File: config.mk
export PLATFORM = sky130hd
export DESIGN_NAME = onewire_rom_search_engine_flat
export DESIGN_NICKNAME = d
export VERILOG_FILES = /design/src/owrs_pkg.sv /design/src/owrs_if.sv /design/src/onewire_rom_search_engine.sv /design/src/owrs_step.sv /design/src/flat_wrapper.sv
export SDC_FILE = /design/constraint.sdc
export NUM_CORES = 1
export LEC_CHECK = 0
export ABC_AREA = 1
export BUFFER_PORTS_ARGS = -buffer_cell sky130_fd_sc_hd__buf_2
export CAP_MARGIN = 20
export CORE_MARGIN = 5
export CORE_UTILIZATION = 42
export CTS_BUF_LIST = sky130_fd_sc_hd__clkbuf_16
export DETAILED_ROUTE_END_ITERATION = 16
export GPL_ROUTABILITY_DRIVEN = 0
export GPL_TIMING_DRIVEN = 0
export SYNTH_ARGS = -nofsm -noshare
export SYNTH_HDL_FRONTEND = slang
export SYNTH_SLANG_ARGS = --single-unit
File: constraint.sdc
create_clock -name clk -period 4.1 [get_ports clk]
set_input_delay 0.41 -clock clk [delete_from_list [all_inputs] [get_ports clk]]
set_output_delay 0.41 -clock clk [all_outputs]
set_load 0.005 [all_outputs]
File: src/owrs_pkg.sv
`timescale 1ns / 1ps
`default_nettype none
// ----------------------------------------------------------------------------
// owrs_pkg
// shared types, codes and sizes of the rom search engine
// ----------------------------------------------------------------------------
package owrs_pkg;

  localparam int ROM_BITS = 64;
  localparam int POS_W    = $clog2(ROM_BITS + 1);
  localparam int IDX_W    = $clog2(ROM_BITS);
  localparam int CODE_W   = 64;

  typedef enum logic [1:0] {
    OP_CLEAR  = 2'd0,
    OP_PREFIX = 2'd1,
    OP_BEGIN  = 2'd2,
    OP_PAIR   = 2'd3
  } op_t;

  typedef enum logic [2:0] {
    ST_ACCEPTED = 3'd0,
    ST_CONTINUE = 3'd1,
    ST_FOUND    = 3'd2,
    ST_NONE     = 3'd3,
    ST_NODEV    = 3'd4,
    ST_IGNORED  = 3'd5
  } status_t;

  typedef struct packed {
    logic [ROM_BITS-1:0] rom_bits;
    logic [POS_W-1:0]    disc_pos;
    logic                finished;
    logic [POS_W-1:0]    bit_pos;
    logic [POS_W-1:0]    zero_pos;
    logic                pass_active;
  } search_state_t;

  typedef struct packed {
    status_t             status;
    logic                direction;
    logic [CODE_W-1:0]   rom_code;
    logic                last_device;
  } result_t;

  function automatic search_state_t state_reset();
    search_state_t s;
    s.rom_bits    = '0;
    s.disc_pos    = '0;
    s.finished    = 1'b0;
    s.bit_pos     = POS_W'(1);
    s.zero_pos    = '0;
    s.pass_active = 1'b0;
    return s;
  endfunction

endpackage

`default_nettype wire

File: src/owrs_if.sv
`timescale 1ns / 1ps
`default_nettype none
// ----------------------------------------------------------------------------
// owrs_in_if / owrs_out_if
// valid/ready channels for command words and result words
// ----------------------------------------------------------------------------
interface owrs_in_if;
  import owrs_pkg::*;
  logic       valid;
  logic       ready;
  op_t        op;
  logic [7:0] prefix_byte;
  logic       presence;
  logic       id_bit;
  logic       cmp_bit;

  modport source (output valid, op, prefix_byte, presence, id_bit, cmp_bit,
                  input ready);
  modport sink   (input valid, op, prefix_byte, presence, id_bit, cmp_bit,
                  output ready);
endinterface

interface owrs_out_if;
  import owrs_pkg::*;
  logic        valid;
  logic        ready;
  status_t     status;
  logic        direction;
  logic [63:0] rom_code;
  logic        last_device;

  modport source (output valid, status, direction, rom_code, last_device,
                  input ready);
  modport sink   (input valid, status, direction, rom_code, last_device,
                  output ready);
endinterface

`default_nettype wire

File: src/onewire_rom_search_engine.sv
`timescale 1ns / 1ps
`default_nettype none
// an accepted command word has its result word registered for the next cycle
// throughput: one command word per cycle unless a held result word stalls
// it; the result register frees itself in the same cycle that its word is taken
// reset: synchronous active-low rst_n clears the search state, sets the
// bit position to one and empties the result register
// ----------------------------------------------------------------------------
// onewire_rom_search_engine
// step engine for the 1-wire rom search, one result word per command word
// ----------------------------------------------------------------------------
module onewire_rom_search_engine
  import owrs_pkg::*;
(
  input  logic              clk,
  input  logic              rst_n,
  owrs_in_if.sink           in_word,
  owrs_out_if.source        out_word
);

  search_state_t state_r;
  search_state_t state_nxt;
  result_t       res_nxt;
  result_t       res_r;
  logic          out_valid_r;
  logic          accept;

  assign in_word.ready = !out_valid_r || out_word.ready;
  assign accept        = in_word.valid && in_word.ready;

  owrs_step u_step (
    .st          (state_r),
    .op          (in_word.op),
    .prefix_byte (in_word.prefix_byte),
    .presence    (in_word.presence),
    .id_bit      (in_word.id_bit),
    .cmp_bit     (in_word.cmp_bit),
    .st_nxt      (state_nxt),
    .res         (res_nxt)
  );

  always_ff @(posedge clk) begin
    if (!rst_n) begin
      state_r     <= state_reset();
      out_valid_r <= 1'b0;
    end else begin
      if (accept) begin
        state_r <= state_nxt;
      end
      if (accept) begin
        out_valid_r <= 1'b1;
      end else if (out_word.ready) begin
        out_valid_r <= 1'b0;
      end
    end
  end

  // result payload
  always_ff @(posedge clk) begin
    if (accept) begin
      res_r <= res_nxt;
    end
  end

  assign out_word.valid       = out_valid_r;
  assign out_word.status      = res_r.status;
  assign out_word.direction   = res_r.direction;
  assign out_word.rom_code    = res_r.rom_code;
  assign out_word.last_device = res_r.last_device;

endmodule

`default_nettype wire

File: src/owrs_step.sv
`timescale 1ns / 1ps
`default_nettype none
// ----------------------------------------------------------------------------
// owrs_step
// next search state and result word for one command word
// ----------------------------------------------------------------------------
module owrs_step
  import owrs_pkg::*;
(
  input  search_state_t st,
  input  op_t           op,
  input  logic [7:0]    prefix_byte,
  input  logic          presence,
  input  logic          id_bit,
  input  logic          cmp_bit,
  output search_state_t st_nxt,
  output result_t       res
);

  logic [IDX_W-1:0]    idx;
  logic [POS_W-1:0]    pos_m1;
  logic                dir;
  logic [ROM_BITS-1:0] rom_new;
  logic [POS_W-1:0]    zero_new;

  assign pos_m1 = st.bit_pos - POS_W'(1);
  assign idx    = pos_m1[IDX_W-1:0];

  // branch choice for the current bit
  always_comb begin
    zero_new = st.zero_pos;
    if (id_bit != cmp_bit) begin
      dir = id_bit;
    end else begin
      if (st.bit_pos < st.disc_pos) begin
        dir = st.rom_bits[idx];
      end else begin
        dir = (st.bit_pos == st.disc_pos);
      end
      if (!dir) begin
        zero_new = st.bit_pos;
      end
    end
    rom_new      = st.rom_bits;
    rom_new[idx] = dir;
  end

  always_comb begin
    st_nxt          = st;
    res.status      = ST_ACCEPTED;
    res.direction   = 1'b0;
    res.rom_code    = '0;
    res.last_device = 1'b0;
    case (op)
      OP_CLEAR: begin
        st_nxt = state_reset();
      end
      OP_PREFIX: begin
        st_nxt.rom_bits    = ROM_BITS'(prefix_byte);
        st_nxt.disc_pos    = POS_W'(ROM_BITS);
        st_nxt.finished    = 1'b0;
        st_nxt.pass_active = 1'b0;
        st_nxt.bit_pos     = POS_W'(1);
        st_nxt.zero_pos    = '0;
      end
      OP_BEGIN: begin
        st_nxt.bit_pos  = POS_W'(1);
        st_nxt.zero_pos = '0;
        if (st.finished || !presence) begin
          st_nxt.disc_pos    = '0;
          st_nxt.finished    = 1'b0;
          st_nxt.pass_active = 1'b0;
          res.status         = ST_NODEV;
        end else begin
          st_nxt.pass_active = 1'b1;
        end
      end
      OP_PAIR: begin
        if (!st.pass_active) begin
          res.status = ST_IGNORED;
        end else if (id_bit && cmp_bit) begin
          st_nxt.disc_pos    = '0;
          st_nxt.finished    = 1'b0;
          st_nxt.pass_active = 1'b0;
          st_nxt.bit_pos     = POS_W'(1);
          res.status         = ST_NODEV;
        end else begin
          st_nxt.rom_bits = rom_new;
          st_nxt.zero_pos = zero_new;
          res.direction   = dir;
          if (st.bit_pos < POS_W'(ROM_BITS)) begin
            st_nxt.bit_pos = st.bit_pos + POS_W'(1);
            res.status     = ST_CONTINUE;
          end else begin
            st_nxt.pass_active = 1'b0;
            st_nxt.bit_pos     = POS_W'(1);
            if (rom_new[7:0] == 8'd0) begin
              st_nxt.disc_pos = '0;
              st_nxt.finished = 1'b0;
              res.status      = ST_NONE;
            end else begin
              st_nxt.disc_pos = zero_new;
              st_nxt.finished = (zero_new == '0);
              res.status      = ST_FOUND;
              res.rom_code    = CODE_W'(rom_new);
              res.last_device = (zero_new == '0);
            end
          end
        end
      end
      default: begin
        res.status = ST_IGNORED;
      end
    endcase
  end

endmodule

`default_nettype wire
File: src/flat_wrapper.sv
// flat-port wrapper written by rule: the top's interface ports become plain ports
module onewire_rom_search_engine_flat import owrs_pkg::*;
  (clk, rst_n, in_word_valid, in_word_op, in_word_prefix_byte, in_word_presence, in_word_id_bit, in_word_cmp_bit, in_word_ready, out_word_valid, out_word_status, out_word_direction, out_word_rom_code, out_word_last_device, out_word_ready);
  owrs_in_if in_word_i ();
  owrs_out_if out_word_i ();
  input  logic clk;
  input  logic rst_n;
  input wire logic [$bits(in_word_i.valid)-1:0] in_word_valid;
  input wire logic [$bits(in_word_i.op)-1:0] in_word_op;
  input wire logic [$bits(in_word_i.prefix_byte)-1:0] in_word_prefix_byte;
  input wire logic [$bits(in_word_i.presence)-1:0] in_word_presence;
  input wire logic [$bits(in_word_i.id_bit)-1:0] in_word_id_bit;
  input wire logic [$bits(in_word_i.cmp_bit)-1:0] in_word_cmp_bit;
  output wire logic [$bits(in_word_i.ready)-1:0] in_word_ready;
  output wire logic [$bits(out_word_i.valid)-1:0] out_word_valid;
  output wire logic [$bits(out_word_i.status)-1:0] out_word_status;
  output wire logic [$bits(out_word_i.direction)-1:0] out_word_direction;
  output wire logic [$bits(out_word_i.rom_code)-1:0] out_word_rom_code;
  output wire logic [$bits(out_word_i.last_device)-1:0] out_word_last_device;
  input wire logic [$bits(out_word_i.ready)-1:0] out_word_ready;
  assign in_word_i.valid = in_word_valid;
  assign in_word_i.op = in_word_op;
  assign in_word_i.prefix_byte = in_word_prefix_byte;
  assign in_word_i.presence = in_word_presence;
  assign in_word_i.id_bit = in_word_id_bit;
  assign in_word_i.cmp_bit = in_word_cmp_bit;
  assign in_word_ready = in_word_i.ready;
  assign out_word_valid = out_word_i.valid;
  assign out_word_status = out_word_i.status;
  assign out_word_direction = out_word_i.direction;
  assign out_word_rom_code = out_word_i.rom_code;
  assign out_word_last_device = out_word_i.last_device;
  assign out_word_i.ready = out_word_ready;
  onewire_rom_search_engine u_core (.clk(clk), .rst_n(rst_n), .in_word(in_word_i), .out_word(out_word_i));
endmodule
==> metrics.cfg <==
[critical_path]
path_class = reg2reg
worstPathCellList = ha_1 > a21oi_1 > o21ai_0 > a21oi_1 > nor2_1 > nor2_1 > nand2_4 > nand2_2 > buf_6 > nand2_1 > nand2_1 > nand2_1 > nor2_2 > nand2_2 > nand2_1 > buf_6 > buf_6 > nor2_1
r2r_start = u_core.state_r[12]$_SDFFE_PN0P_
required_ps = 4280
crit_top_cell = nand2_1
cp-end-kind = register
cp.arrival_ps = 3960
reg2reg_slack_ps = 330
crit_slowest_cell = dfxtp_1
reg2regPathDepth = 18
crit_path_max_incr_delay_ps = 490
crit_fanout = 10
cp-start-kind = register
reg2reg_to = u_core.out_word.rom_code[8]$_SDFFCE_PP0P_

[routing]
ant_nets = 0
drc = 0
drt-pass1-iter-count = 5
drtIter0Drc = 590
num_vias = 7610
drt-total-wl_mm = 23.0
via_per_inst = 4.92
drt-wirelength-per-cell_um = 14.9

[power_and_ir_drop]
p_leak_nw = 3.66
power.density_mw_per_mm2 = 379
internal-power_mw = 2.72
p_sw_mw = 0.950
p_total_mw = 3.67
irDropWorstVdd_uv = 297
power_frac_clock_pct = 43.0
seqPwrFrac_pct = 45.7
combPwrFrac_pct = 11.3
p_sw_share_pct = 25.9

[clock_network]
postCtsSetupRepairBufs = 0
path_clk_slew_ps = 60
insertion_delay_ps = 430
htreeDepth = 4
ctsHoldBuffers = 0
cts_root_buf = clkbuf_16
clk_path_buf_depth = 2
cts_made_buffers = 17
cts_sinks = 157
cts_tree = built

[die]
dieArea_sq_mm = 0.0228
fp.dieH_um = 151
pin_count = 88
core.rowCount = 51
die_w_um = 151
initial_core_util_pct = 42.7
fp.coreArea_sq_mm = 0.0195

[yosys]
seq_area_frac_synth_pct = 46.0
synth_seq_cells = 157
syn_nets = 1191
syn_inst = 1164
syn_area_sq_mm = 0.00833
synthesis.area_per_instance_sq_um = 7.16
yosysWarnings = 0
synthDistinctLibCells = 34

[cells_and_area]
num_antenna_cells = 0
drive_above_1_share_pct = 12.7
synthToLayoutAreaGrowth_pct = 16.3
final_common_cell = nand2_1
layout_common_cells = nand2_1, nor2_1, inv_1, buf_2, a21oi_1
final_nets = 1296

[timing]
post-route-period-util_pct = 92.1
worst_pin_slew_ps = 1160
final_max_slew_viol_count = 0
fin_worst_skew_ps = 10.8
min_period_ps = 3770
max_freq_ghz = 0.265
setup_violations = 0
postLayoutSetupSlackWorst_ps = 325
max_slew_margin_pct = 22.4
rsz0062_at_grt = no
hold_viol = 0

[worst_hold_path]
hold_path.class = in2reg
min_from = rst_n
hold_depth = 2
worstHoldEndpoint = u_core.state_r[8]$_SDFFE_PN1P_

[global_routing]
antenna_found_initial = 0
grt_max_degree = 70
grt_pass1_wl_mm = 36.4
grt_pass1_vias = 6840
grt_overflow = 0
track_usage_pct = 20.6

[flow_run]
cap_violations = 0

[place]
dp_hpwl_mm = 15.7
post-place-ws_ps = -286
port-buffer-count = 87

[run_status]
status = completed

[power by group through the flow]
stage | combinational, mW | clock, mW | sequential, mW
floorplan | 0.252 | 0 | 1.72
global placement | 0.411 | 0 | 1.71
detailed placement | 0.412 | 0 | 1.71
CTS | 0.413 | 1.61 | 1.68
global route | 0.453 | 1.69 | 1.68
finish | 0.414 | 1.58 | 1.68
[worst max-delay path: cells and delay by family (launching register included)]
family,cells,cell delay [ps]
flops,1,490
simple gates,11,1570
compound gates,3,620
fa+ha+maj,1,300
buf+inv,3,540
[timing repair]
action                     4_1_cts  5_1_grt
gates resized for setup          2        6
gates cloned                     0        0
setup endpoints to repair       67       56
[synth_stat cells (all sizes together)]
cell	number	area (sq um)
a211oi	1	7.51
a21oi	91	455
a221oi	1	8.76
a31oi	1	6.26
buf	22	149
clkbuf	25	93.8
clkinv	5	18.8
dfxtp	88	1760
edfxtp	69	2070
ha	10	125
inv	111	417
nand2	430	1630
nand3	40	228
nand4	4	25.0
nor2	173	654
nor3	3	15.0
nor4	3	18.8
o211ai	1	7.51
o21a	56	420
o21ai	18	90.1
o31ai	1	7.51
or2	7	43.8
xor2	4	76.3
[logic make-up after synthesis]
group	synth area share [%]
buffers and inverters	8.14
XOR/XNOR	0.916
AO/OA/AOI/OAI	12.0
AND/OR/NAND/NOR	31.4
adder cells (fa/ha/maj)	1.50
flip-flops	46.0
[registers in the layout, indices dropped and copies added (netlist names)]
| signal | count |
|---|---|
| u_core.out_word.direction | 1 |
| u_core.out_word.status | 3 |
| u_core.out_word.rom_code | 64 |
| u_core.state_r | 87 |
| u_core.out_word.last_device | 1 |
| u_core.out_word.valid | 1 |
[cell type report]
class	instances	area (sq um)
Clock inverter	13	108
Sequential cell	157	3840
Inverter	116	442
Tap cell	265	332
Buffer	46	244
Clock buffer	19	475
Timing Repair Buffer	87	435
Fill cell	2008	9840
Multi-Input combinational cell	844	3820
[worst max-delay path by stage]
| stage | endpoint | startpoint |
|---|---|---|
| floorplan | u_core.out_word.rom_code[3]$_SDFFCE_PP0P_ | u_core.state_r[8]$_SDFFE_PN1P_ |
| global placement | u_core.out_word.rom_code[7]$_SDFFCE_PP0P_ | u_core.state_r[8]$_SDFFE_PN1P_ |
| detailed placement | u_core.out_word.rom_code[7]$_SDFFCE_PP0P_ | u_core.state_r[8]$_SDFFE_PN1P_ |
| CTS | u_core.out_word.rom_code[7]$_SDFFCE_PP0P_ | u_core.state_r[8]$_SDFFE_PN1P_ |
| global route | u_core.out_word.rom_code[7]$_SDFFCE_PP0P_ | u_core.state_r[12]$_SDFFE_PN0P_ |
| finish | u_core.out_word.rom_code[8]$_SDFFCE_PP0P_ | u_core.state_r[12]$_SDFFE_PN0P_ |
[stage by stage]
step | hold slack (ps) | instances | utilization [%] | setup TNS [ps] | cell area [sq um]
floorplan | 445 | 1164 | - | 0 | 8330
global placement | 452 | 1516 | 46.6 | -12070 | 9100
detailed placement | 455 | 1516 | 46.6 | -13730 | 9100
CTS | 221 | 1547 | 49.6 | 0 | 9680
global route | 223 | 1547 | 49.6 | 0 | 9690
finish | 231 | 1547 | 49.6 | 0 | 9690
[per-layer routing]
layer | global-route usage (%) | wire length, um | vias up
li1 | - | - | 3902
met1 | 28.7 | 10500 | 3449
met2 | 32.4 | 10800 | 228
met3 | 3.56 | 1380 | 31
met4 | 6.98 | 430 | 0
met5 | 0 | 0 | -
Note: power is estimated with default switching activity, not from simulation.
